`config.mk`:
```
export PLATFORM = sky130hd
export DESIGN_NAME = pft_front
export DESIGN_NICKNAME = d
export VERILOG_FILES = /design/src/sv/pft_pkg.sv /design/src/sv/pft_front.sv
export SDC_FILE = /design/constraint.sdc
export NUM_CORES = 1
export LEC_CHECK = 0
export BUFFER_PORTS_ARGS = -buffer_cell sky130_fd_sc_hd__buf_2
export CAP_MARGIN = 20
export CORE_ASPECT_RATIO = 2
export CORE_MARGIN = 2
export CORE_UTILIZATION = 50
export CTS_CLUSTER_SIZE = 16
export DETAILED_ROUTE_END_ITERATION = 8
export PLACE_DENSITY = 0.76
export SYNTH_ARGS = -nofsm -noshare
export SYNTH_HDL_FRONTEND = slang
export SYNTH_SLANG_ARGS = --single-unit
```
`constraint.sdc`:
```
create_clock -name clk -period 3.7 [get_ports clk]
set_clock_uncertainty 0.1 [all_clocks]
set_input_delay 0.185 -clock clk [delete_from_list [all_inputs] [get_ports clk]]
set_output_delay 0.185 -clock clk [all_outputs]
set_load 0.03 [all_outputs]
```
`src/sv/pft_pkg.sv`:
```
`timescale 1ns / 1ps
package pft_pkg;

  localparam int DEF_COLUMNS = 128;
  localparam int DEF_PAGES   = 8;

  localparam logic [1:0] OP_CLEAR = 2'd0;
  localparam logic [1:0] OP_PIXEL = 2'd1;
  localparam logic [1:0] OP_CHAR  = 2'd2;
  localparam logic [1:0] OP_READ  = 2'd3;

  localparam logic [7:0] GLYPH_FIRST    = 8'd32;
  localparam logic [6:0] GLYPH_FALLBACK = 7'd31;  // '?' minus the first code
  localparam logic [2:0] GLYPH_WIDTH    = 3'd5;
  localparam logic [7:0] BLANK_COLUMN   = 8'h00;

  typedef enum logic [2:0] {
    KIND_CLEAR,
    KIND_PIXEL,
    KIND_CHAR,
    KIND_READ,
    KIND_REJECT
  } kind_t;

  typedef struct packed {
    kind_t      kind;
    logic [3:0] page;
    logic [7:0] column;
    logic [2:0] bit_sel;
    logic       pixel_on;
    logic [6:0] glyph;
    logic       spacing;
  } cmd_t;

  typedef struct packed {
    logic [7:0] read_data;
    logic       accepted;
  } res_t;

  typedef enum logic [2:0] {
    B_INIT,
    B_IDLE,
    B_CLEAR,
    B_RD,
    B_MOD,
    B_CHAR,
    B_RESP
  } bstate_t;

  // Each glyph holds its five columns with the leftmost in the top byte.
  localparam logic [39:0] GLYPH_ROM [96] = '{
    40'h0000000000, 40'h00005F0000, 40'h0007000700, 40'h147F147F14,
    40'h242A7F2A12, 40'h2313086462, 40'h3649552250, 40'h0005030000,
    40'h001C224100, 40'h0041221C00, 40'h14083E0814, 40'h08083E0808,
    40'h0050300000, 40'h0808080808, 40'h0060600000, 40'h2010080402,
    40'h3E5149453E, 40'h00427F4000, 40'h4261514946, 40'h2141454B31,
    40'h1814127F10, 40'h2745454539, 40'h3C4A494930, 40'h0171090503,
    40'h3649494936, 40'h064949291E, 40'h0036360000, 40'h0056360000,
    40'h0814224100, 40'h1414141414, 40'h0041221408, 40'h0201510906,
    40'h324979413E, 40'h7E1111117E, 40'h7F49494936, 40'h3E41414122,
    40'h7F4141221C, 40'h7F49494941, 40'h7F09090901, 40'h3E4149497A,
    40'h7F0808087F, 40'h00417F4100, 40'h2040413F01, 40'h7F08142241,
    40'h7F40404040, 40'h7F0204027F, 40'h7F0408107F, 40'h3E4141413E,
    40'h7F09090906, 40'h3E4151215E, 40'h7F09192946, 40'h4649494931,
    40'h01017F0101, 40'h3F4040403F, 40'h1F2040201F, 40'h3F4038403F,
    40'h6314081463, 40'h0708700807, 40'h6151494543, 40'h007F414100,
    40'h0204081020, 40'h0041417F00, 40'h0402010204, 40'h4040404040,
    40'h0001020400, 40'h2054545478, 40'h7F48444438, 40'h3844444420,
    40'h384444487F, 40'h3854545418, 40'h087E090102, 40'h0C5252523E,
    40'h7F08040478, 40'h00447D4000, 40'h2040443D00, 40'h7F10284400,
    40'h00417F4000, 40'h7C04180478, 40'h7C08040478, 40'h3844444438,
    40'h7C14141408, 40'h081414187C, 40'h7C08040408, 40'h4854545420,
    40'h043F444020, 40'h3C4040403C, 40'h1C2040201C, 40'h3C4030403C,
    40'h4428102844, 40'h0C5050503C, 40'h4464544C44, 40'h0008364100,
    40'h00007F0000, 40'h0041360800, 40'h1008081008, 40'h0000000000
  };

  function automatic logic [7:0] glyph_byte(input logic [6:0] idx, input logic [2:0] k);
    logic [39:0] g;
    g = GLYPH_ROM[idx];
    case (k)
      3'd0:    return g[39:32];
      3'd1:    return g[31:24];
      3'd2:    return g[23:16];
      3'd3:    return g[15:8];
      3'd4:    return g[7:0];
      default: return BLANK_COLUMN;
    endcase
  endfunction

endpackage

```
`src/sv/pft_front.sv`:
```
`timescale 1ns / 1ps
module pft_front import pft_pkg::*; #(
  parameter int DISPLAY_COLUMNS = DEF_COLUMNS,
  parameter int DISPLAY_PAGES   = DEF_PAGES
) (
  input  logic       clk,
  input  logic       rst_n,
  input  logic       in_valid,
  output logic       in_ready,
  input  logic [1:0] in_operation,
  input  logic [7:0] in_column,
  input  logic [6:0] in_pixel_row,
  input  logic       in_pixel_on,
  input  logic [3:0] in_page,
  input  logic [7:0] in_char_code,
  input  logic       init_busy,
  output logic       q_valid,
  output cmd_t       q_cmd,
  input  logic       q_pop
);

  cmd_t       fifo_r [2];
  logic       wr_ptr_r, wr_ptr_nxt;
  logic       rd_ptr_r, rd_ptr_nxt;
  logic [1:0] count_r, count_nxt;
  cmd_t       cmd;
  logic       push;
  logic       col_ok, row_ok, page_ok, char_fits;

  assign col_ok    = {1'b0, in_column} < 9'(DISPLAY_COLUMNS);
  assign row_ok    = {1'b0, in_pixel_row} < 8'(DISPLAY_PAGES * 8);
  assign page_ok   = {1'b0, in_page} < 5'(DISPLAY_PAGES);
  assign char_fits = ({1'b0, in_column} + 9'd4) < 9'(DISPLAY_COLUMNS);

  always_comb begin
    cmd          = '0;
    cmd.column   = in_column;
    cmd.page     = in_page;
    cmd.bit_sel  = in_pixel_row[2:0];
    cmd.pixel_on = in_pixel_on;
    cmd.spacing  = ({1'b0, in_column} + 9'd5) < 9'(DISPLAY_COLUMNS);
    // Codes below the printable range or with the top bit set fall back to '?'.
    if (in_char_code < GLYPH_FIRST || in_char_code[7]) begin
      cmd.glyph = GLYPH_FALLBACK;
    end else begin
      cmd.glyph = 7'(in_char_code - GLYPH_FIRST);
    end
    case (in_operation)
      OP_CLEAR: cmd.kind = KIND_CLEAR;
      OP_PIXEL: begin
        cmd.page = in_pixel_row[6:3];
        cmd.kind = (col_ok && row_ok) ? KIND_PIXEL : KIND_REJECT;
      end
      OP_CHAR:  cmd.kind = (char_fits && page_ok) ? KIND_CHAR : KIND_REJECT;
      OP_READ:  cmd.kind = (col_ok && page_ok) ? KIND_READ : KIND_REJECT;
      default:  cmd.kind = KIND_REJECT;
    endcase
  end

  assign in_ready = !init_busy && (count_r != 2'd2);
  assign push     = in_valid && in_ready;
  assign q_valid  = (count_r != 2'd0);
  assign q_cmd    = fifo_r[rd_ptr_r];

  always_comb begin
    wr_ptr_nxt = push  ? !wr_ptr_r : wr_ptr_r;
    rd_ptr_nxt = q_pop ? !rd_ptr_r : rd_ptr_r;
    count_nxt  = count_r + 2'(push) - 2'(q_pop);
  end

  always_ff @(posedge clk) begin
    if (!rst_n) begin
      wr_ptr_r <= 1'b0;
      rd_ptr_r <= 1'b0;
      count_r  <= 2'd0;
    end else begin
      wr_ptr_r <= wr_ptr_nxt;
      rd_ptr_r <= rd_ptr_nxt;
      count_r  <= count_nxt;
    end
  end

  always_ff @(posedge clk) begin
    if (push) begin
      fifo_r[wr_ptr_r] <= cmd;
    end
  end

endmodule

```
Word-level counts from Yosys, hierarchy flattened:

Memory sizes are Yosys's and may differ from the RTL's. A register that Yosys moved wholly into a read port is not among the register bits.
Cells that the tools add are included.

* output and inout bits: 29
* word-level logic and storage cells: 40
* bits of input ports: 35
* bits in registers: 4
* memories kept: 1
* bits in writable memories: 54

* magnitude comparators: 6
* add/subtract/negate cells: 5
* mux-type cells: 10
* reductions and logical operators: 11
* equal/unequal tests: 4

Memory list
* fifo_r: words 2, width 27, rd ports 1, clocked after Yosys merged registers in 1, wr ports 1, line pft_front.sv:22 `cmd_t fifo_r [2];`

Operators with widths (count)
* $add A8 B3 Y9 const B: 2
* $lt A9 B8 Y1 const B: 2
* $pmux W3 S4: 1
* $mux W3: 3
* $lt A8 B6 Y1 const B: 1
* $lt A8 B8 Y1 const B: 1
* $lt A7 B7 Y1 const B: 1
* $mux W7: 1
* $sub A7 B6 Y7 const B: 1
* $logic_and A1 B1 Y1: 5
* $eq A2 B2 Y1 const B: 2
* $lt A4 B4 Y1 const B: 1
* $mux W1: 4
* $mux W4: 1
* $logic_not A1 Y1: 3
* $add A2 B1 Y2: 1
* $eq A2 B1 Y1 const B: 1
* $logic_not A2 Y1: 1
* $ne A2 B2 Y1 const B: 1
* $reduce_bool A2 Y1: 1
* $sub A2 B1 Y2: 1
* $logic_or A1 B1 Y1: 1

Logic depth before layout (Yosys ltp):

* word-level depth: 5
* depth in mapped cells: 9
* mapped depth without buffers: 9

Least setup slack after synthesis:

Ideal clock, no wire load.

* kind: register -> register
* start: register count_r[1]
* end: memory fifo_r[1][0] (netlist bit), enable pin
* library setup time: 0.386 ns
* arrival: 1.730 ns
* period minus slack after synthesis: 2.217 ns
* slack: 1.483 ns
* path buffers: 0
* data required time: 3.214 ns
* cell stages (with the launch flop): 4
* cells stage by stage: dfxtp_1 > nor2b_4 > nor2_1 > and3_1

* word-level cells in the longest chain between the ends: 5

RTL lines
* from (decl): line pft_front.sv:25 `logic [1:0] count_r, count_nxt;`
* from (signal assigned): line pft_front.sv:79 `count_r <= count_nxt;`
* $ne A2 B2 Y1: line pft_front.sv:60 `assign in_ready = !init_busy && (count_r != 2'd2);`
* $logic_and A1 B1 Y1: line pft_front.sv:60
* via in_ready: line pft_front.sv:9 `output logic in_ready,`
* $logic_and A1 B1 Y1: line pft_front.sv:61 `assign push = in_valid && in_ready;`
* $mux W1: line pft_front.sv:84 `if (push) begin`
* $mux W1 (implied by the code): line pft_front.sv:85 `fifo_r[wr_ptr_r] <= cmd;`
* to (decl): line pft_front.sv:22

The timed path passes the listed nets, and every way through them passes these cells.

==> results.sh <==
export IMPL_place_ws_ps=1550
export IMPL_ys_seq_elements=59
export IMPL_path_cells="buf_4 > mux2_4 > buf_2"
export IMPL_cts_hold_buf=12
export IMPL_ir_worst_vdd_mv=0.339
export IMPL_antenna_found_initial=0
export IMPL_htree_levels=3
export IMPL_cp_buffers_inverters=2
export IMPL_rr_worst_depth=4
export IMPL_pwr_share_seq=0.483
export IMPL_critPathTopFamily="flip-flops"
export IMPL_gr_total_overflow=0
export IMPL_synth_area_leader_cell="edfxtp_1"
export IMPL_p_int_w=0.00123
export IMPL_clkPwrFrac=0.357
export IMPL_path_max_fanout=15
export IMPL_die_w_um=54.0
export IMPL_report_final_setup_viol=0
export IMPL_grt_max_degree=28
export IMPL_fin_nets=258
export IMPL_rows=36
export IMPL_hold_viol=0
export IMPL_leakagePower_nw=1.28
export IMPL_syn_area_um2=2500
export IMPL_min_period_over_period=0.632
export IMPL_whs_endpoint="fifo_r[0][19]"
export IMPL_fin_crit_ps=2340
export IMPL_startpoint_type="register"
export IMPL_drt_total_wl_um=4500
export IMPL_nFillCells=329
export IMPL_outcome="finished clean"
export IMPL_worst_pin_slew_ps=759
export IMPL_slowest_stage="dfxtp_1"
export IMPL_synth_area_per_cell_um2=18.5
export IMPL_wl_per_cell_um=15.9
export IMPL_ff2ff_setup_slack_ps=1780
export IMPL_switchingPower_w=0.000392
export IMPL_initial_core_util=0.518
export IMPL_clock_sinks=59
export IMPL_syn_nets=172
export IMPL_rsz0062_at_grt="false"
export IMPL_p_per_area_nw_per_um2=509
export IMPL_required_ps=3410
export IMPL_dieArea_um2=5610
export IMPL_clock_latency_ps=320
export IMPL_synth_top_cell_area_share=0.649
export IMPL_finalMaxSlewViolations=0
export IMPL_fin_ws_ps=1360
export IMPL_numCtsBuffers=9
export IMPL_drt_iter0_drc=45
export IMPL_post_cts_buffers=0
export IMPL_fin_setup_tns_ps=0
export IMPL_final_core_util=0.663
export IMPL_drive_above_1_share=0.549
export IMPL_holdCritPathClass="in -> reg"
export IMPL_timing_rr_start="count_r[1]"
export IMPL_arrival_ps=2050
export IMPL_hp_start="in_column[7]"
export IMPL_drc=0
export IMPL_critPathCaptureType="output pin"
export IMPL_cts_resized=0
export IMPL_clock_path_buffers=2
export IMPL_yosysWarningCount=0
export IMPL_ys_seq_area_frac=0.689
export IMPL_slew_headroom=0.493
export IMPL_drt_vias_per_instance=5.04
export IMPL_ys_top_cells_by_area="edfxtp_1, mux2_4, mux2_2, dfxtp_1, buf_12"
export IMPL_core_um2=4820
export IMPL_dp_hpwl_um=3190
export IMPL_syn_to_final_growth_pct=27.9
export IMPL_p_comb_frac=0.160
export IMPL_die_h_um=104
export IMPL_reg2reg_to="fifo_r[1][9]"
export IMPL_hold_depth=1
export IMPL_grt_first_pass_wirelength_um=7130
export IMPL_ios=64
export IMPL_synth_cell_types=29
export IMPL_firstDrtPassIters=4
export IMPL_max_stage_delay_ps=810
export IMPL_cts_tree="done"
export IMPL_io_buffers=63
export IMPL_ant_nets=0
export IMPL_netSwitchingFraction=0.241
export IMPL_num_vias=1425
export IMPL_path_clk_slew_ps=60
export IMPL_place_gp_congestion=0.720
export IMPL_diodes=0
export IMPL_max_cap_violations=0
export IMPL_track_usage=0.178
export IMPL_fmax_ghz=0.428
export IMPL_critical_path_class="reg -> out"
export IMPL_syn_inst=135
export IMPL_root_buffer="clkbuf_8"
export IMPL_grt_pass1_vias=1556
area by class of cell:
cell class | instances | area, um^2 | share of cell area
Tap cell | 57 | 71.3 | 0.0223
Sequential cell | 59 | 1720 | 0.539
Inverter | 5 | 18.8 | 0.00588
Multi-Input combinational cell | 68 | 706 | 0.221
Clock buffer | 16 | 210 | 0.0658
Timing Repair Buffer | 78 | 465 | 0.146
worst register-to-register path: cells and delay by family, from the launching register on:
family	cells	cell delay, ps
buffers and inverters	1	250
flip-flops	1	340
AND/OR/NAND/NOR	3	940
registers in the layout (all words and copies together) (netlist names), named ones only:
name      flops
count_r       2
fifo_r       54
rd_ptr_r      1
wr_ptr_r      1
placed cells by master (no fill, tap or decap), types with 5 or more instances in the layout:
| cell type | netlist | layout |
|---|---|---|
| mux2_2 | 12 | 12 |
| or2_2 | 6 | 6 |
| clkbuf_8 | 0 | 15 |
| dlygate4sd3_1 | 0 | 12 |
| buf_2 | 0 | 63 |
| edfxtp_1 | 54 | 54 |
| inv_1 | 5 | 5 |
| dfxtp_1 | 5 | 5 |
| nor2_1 | 7 | 7 |
| mux2_4 | 20 | 20 |
through the flow:
stage | power, W | area (um^2) | cells | hold slack, ps
3_3_place_gp | 0.00104 | 2850 | 254 | 277
4_1_cts | 0.00164 | 3180 | 282 | 18.9
3_5_place_dp | 0.00105 | 2850 | 254 | 277
2_1_floorplan | 0.000982 | 2500 | 135 | 184
6_report | 0.00163 | 3190 | 283 | 31.2
5_1_grt | 0.00169 | 3190 | 283 | 32.6
synthesized netlist by cell type:
cell / number
edfxtp_1: 54
mux2_4: 20
mux2_2: 12
nor2_1: 7
or2_2: 6
dfxtp_1: 5
inv_1: 5
and2_1: 2
buf_12: 2
ha_1: 2
nor2b_4: 2
a21oi_1: 1
a21oi_2: 1
and3_1: 1
and3b_1: 1
buf_6: 1
nand2_1: 1
nand4_1: 1
nor3_1: 1
nor3b_1: 1
nor3b_2: 1
nor4_4: 1
o21a_1: 1
o21ai_0: 1
o21bai_1: 1
o311a_1: 1
o31a_1: 1
xnor2_1: 1
xor2_1: 1
how the worst max path moves through the flow:
stage,startpoint,to,slack [ps],cells past startpoint
floorplan,count_r[1],fifo_r[1][0],1480,3
global placement,count_r[1],fifo_r[1][8],1680,3
detailed placement,count_r[0],fifo_r[1][8],1550,3
CTS,register,q_cmd[24],1320,3
global route,register,q_cmd[23],1260,3
finish,register,q_cmd[23],1360,3
cell families (layout without fill, tap and decap cells):
family / count (synthesis) / after routing / synth area share
buf+inv: 8 / 99 / 0.0281
flops: 59 / 59 / 0.689
fa+ha+maj: 2 / 2 / 0.0100
simple gates: 25 / 25 / 0.0701
xor+xnor: 2 / 2 / 0.00702
mux: 32 / 32 / 0.174
compound gates: 7 / 7 / 0.0210
power by group through the flow:
stage / registers, W / clock network [W] / logic, W
after detailed placement: 0.000800 / 0 / 0.000251
final: 0.000785 / 0.000580 / 0.000260
after floorplan: 0.000789 / 0 / 0.000193
after global placement: 0.000796 / 0 / 0.000240
after global routing: 0.000788 / 0.000620 / 0.000278
after CTS: 0.000786 / 0.000591 / 0.000261
per-layer routing:
| layer | vias up | share of wire | track usage |
|---|---|---|---|
| met3 | 12 | 0.046 | 0.0474 |
| met4 | 0 | 0.027 | 0.0893 |
| met5 | - | 0 | 0 |
| met2 | 38 | 0.58 | 0.307 |
| li1 | 682 | - | - |
| met1 | 693 | 0.35 | 0.185 |
Power figures use the tool's default switching activity.
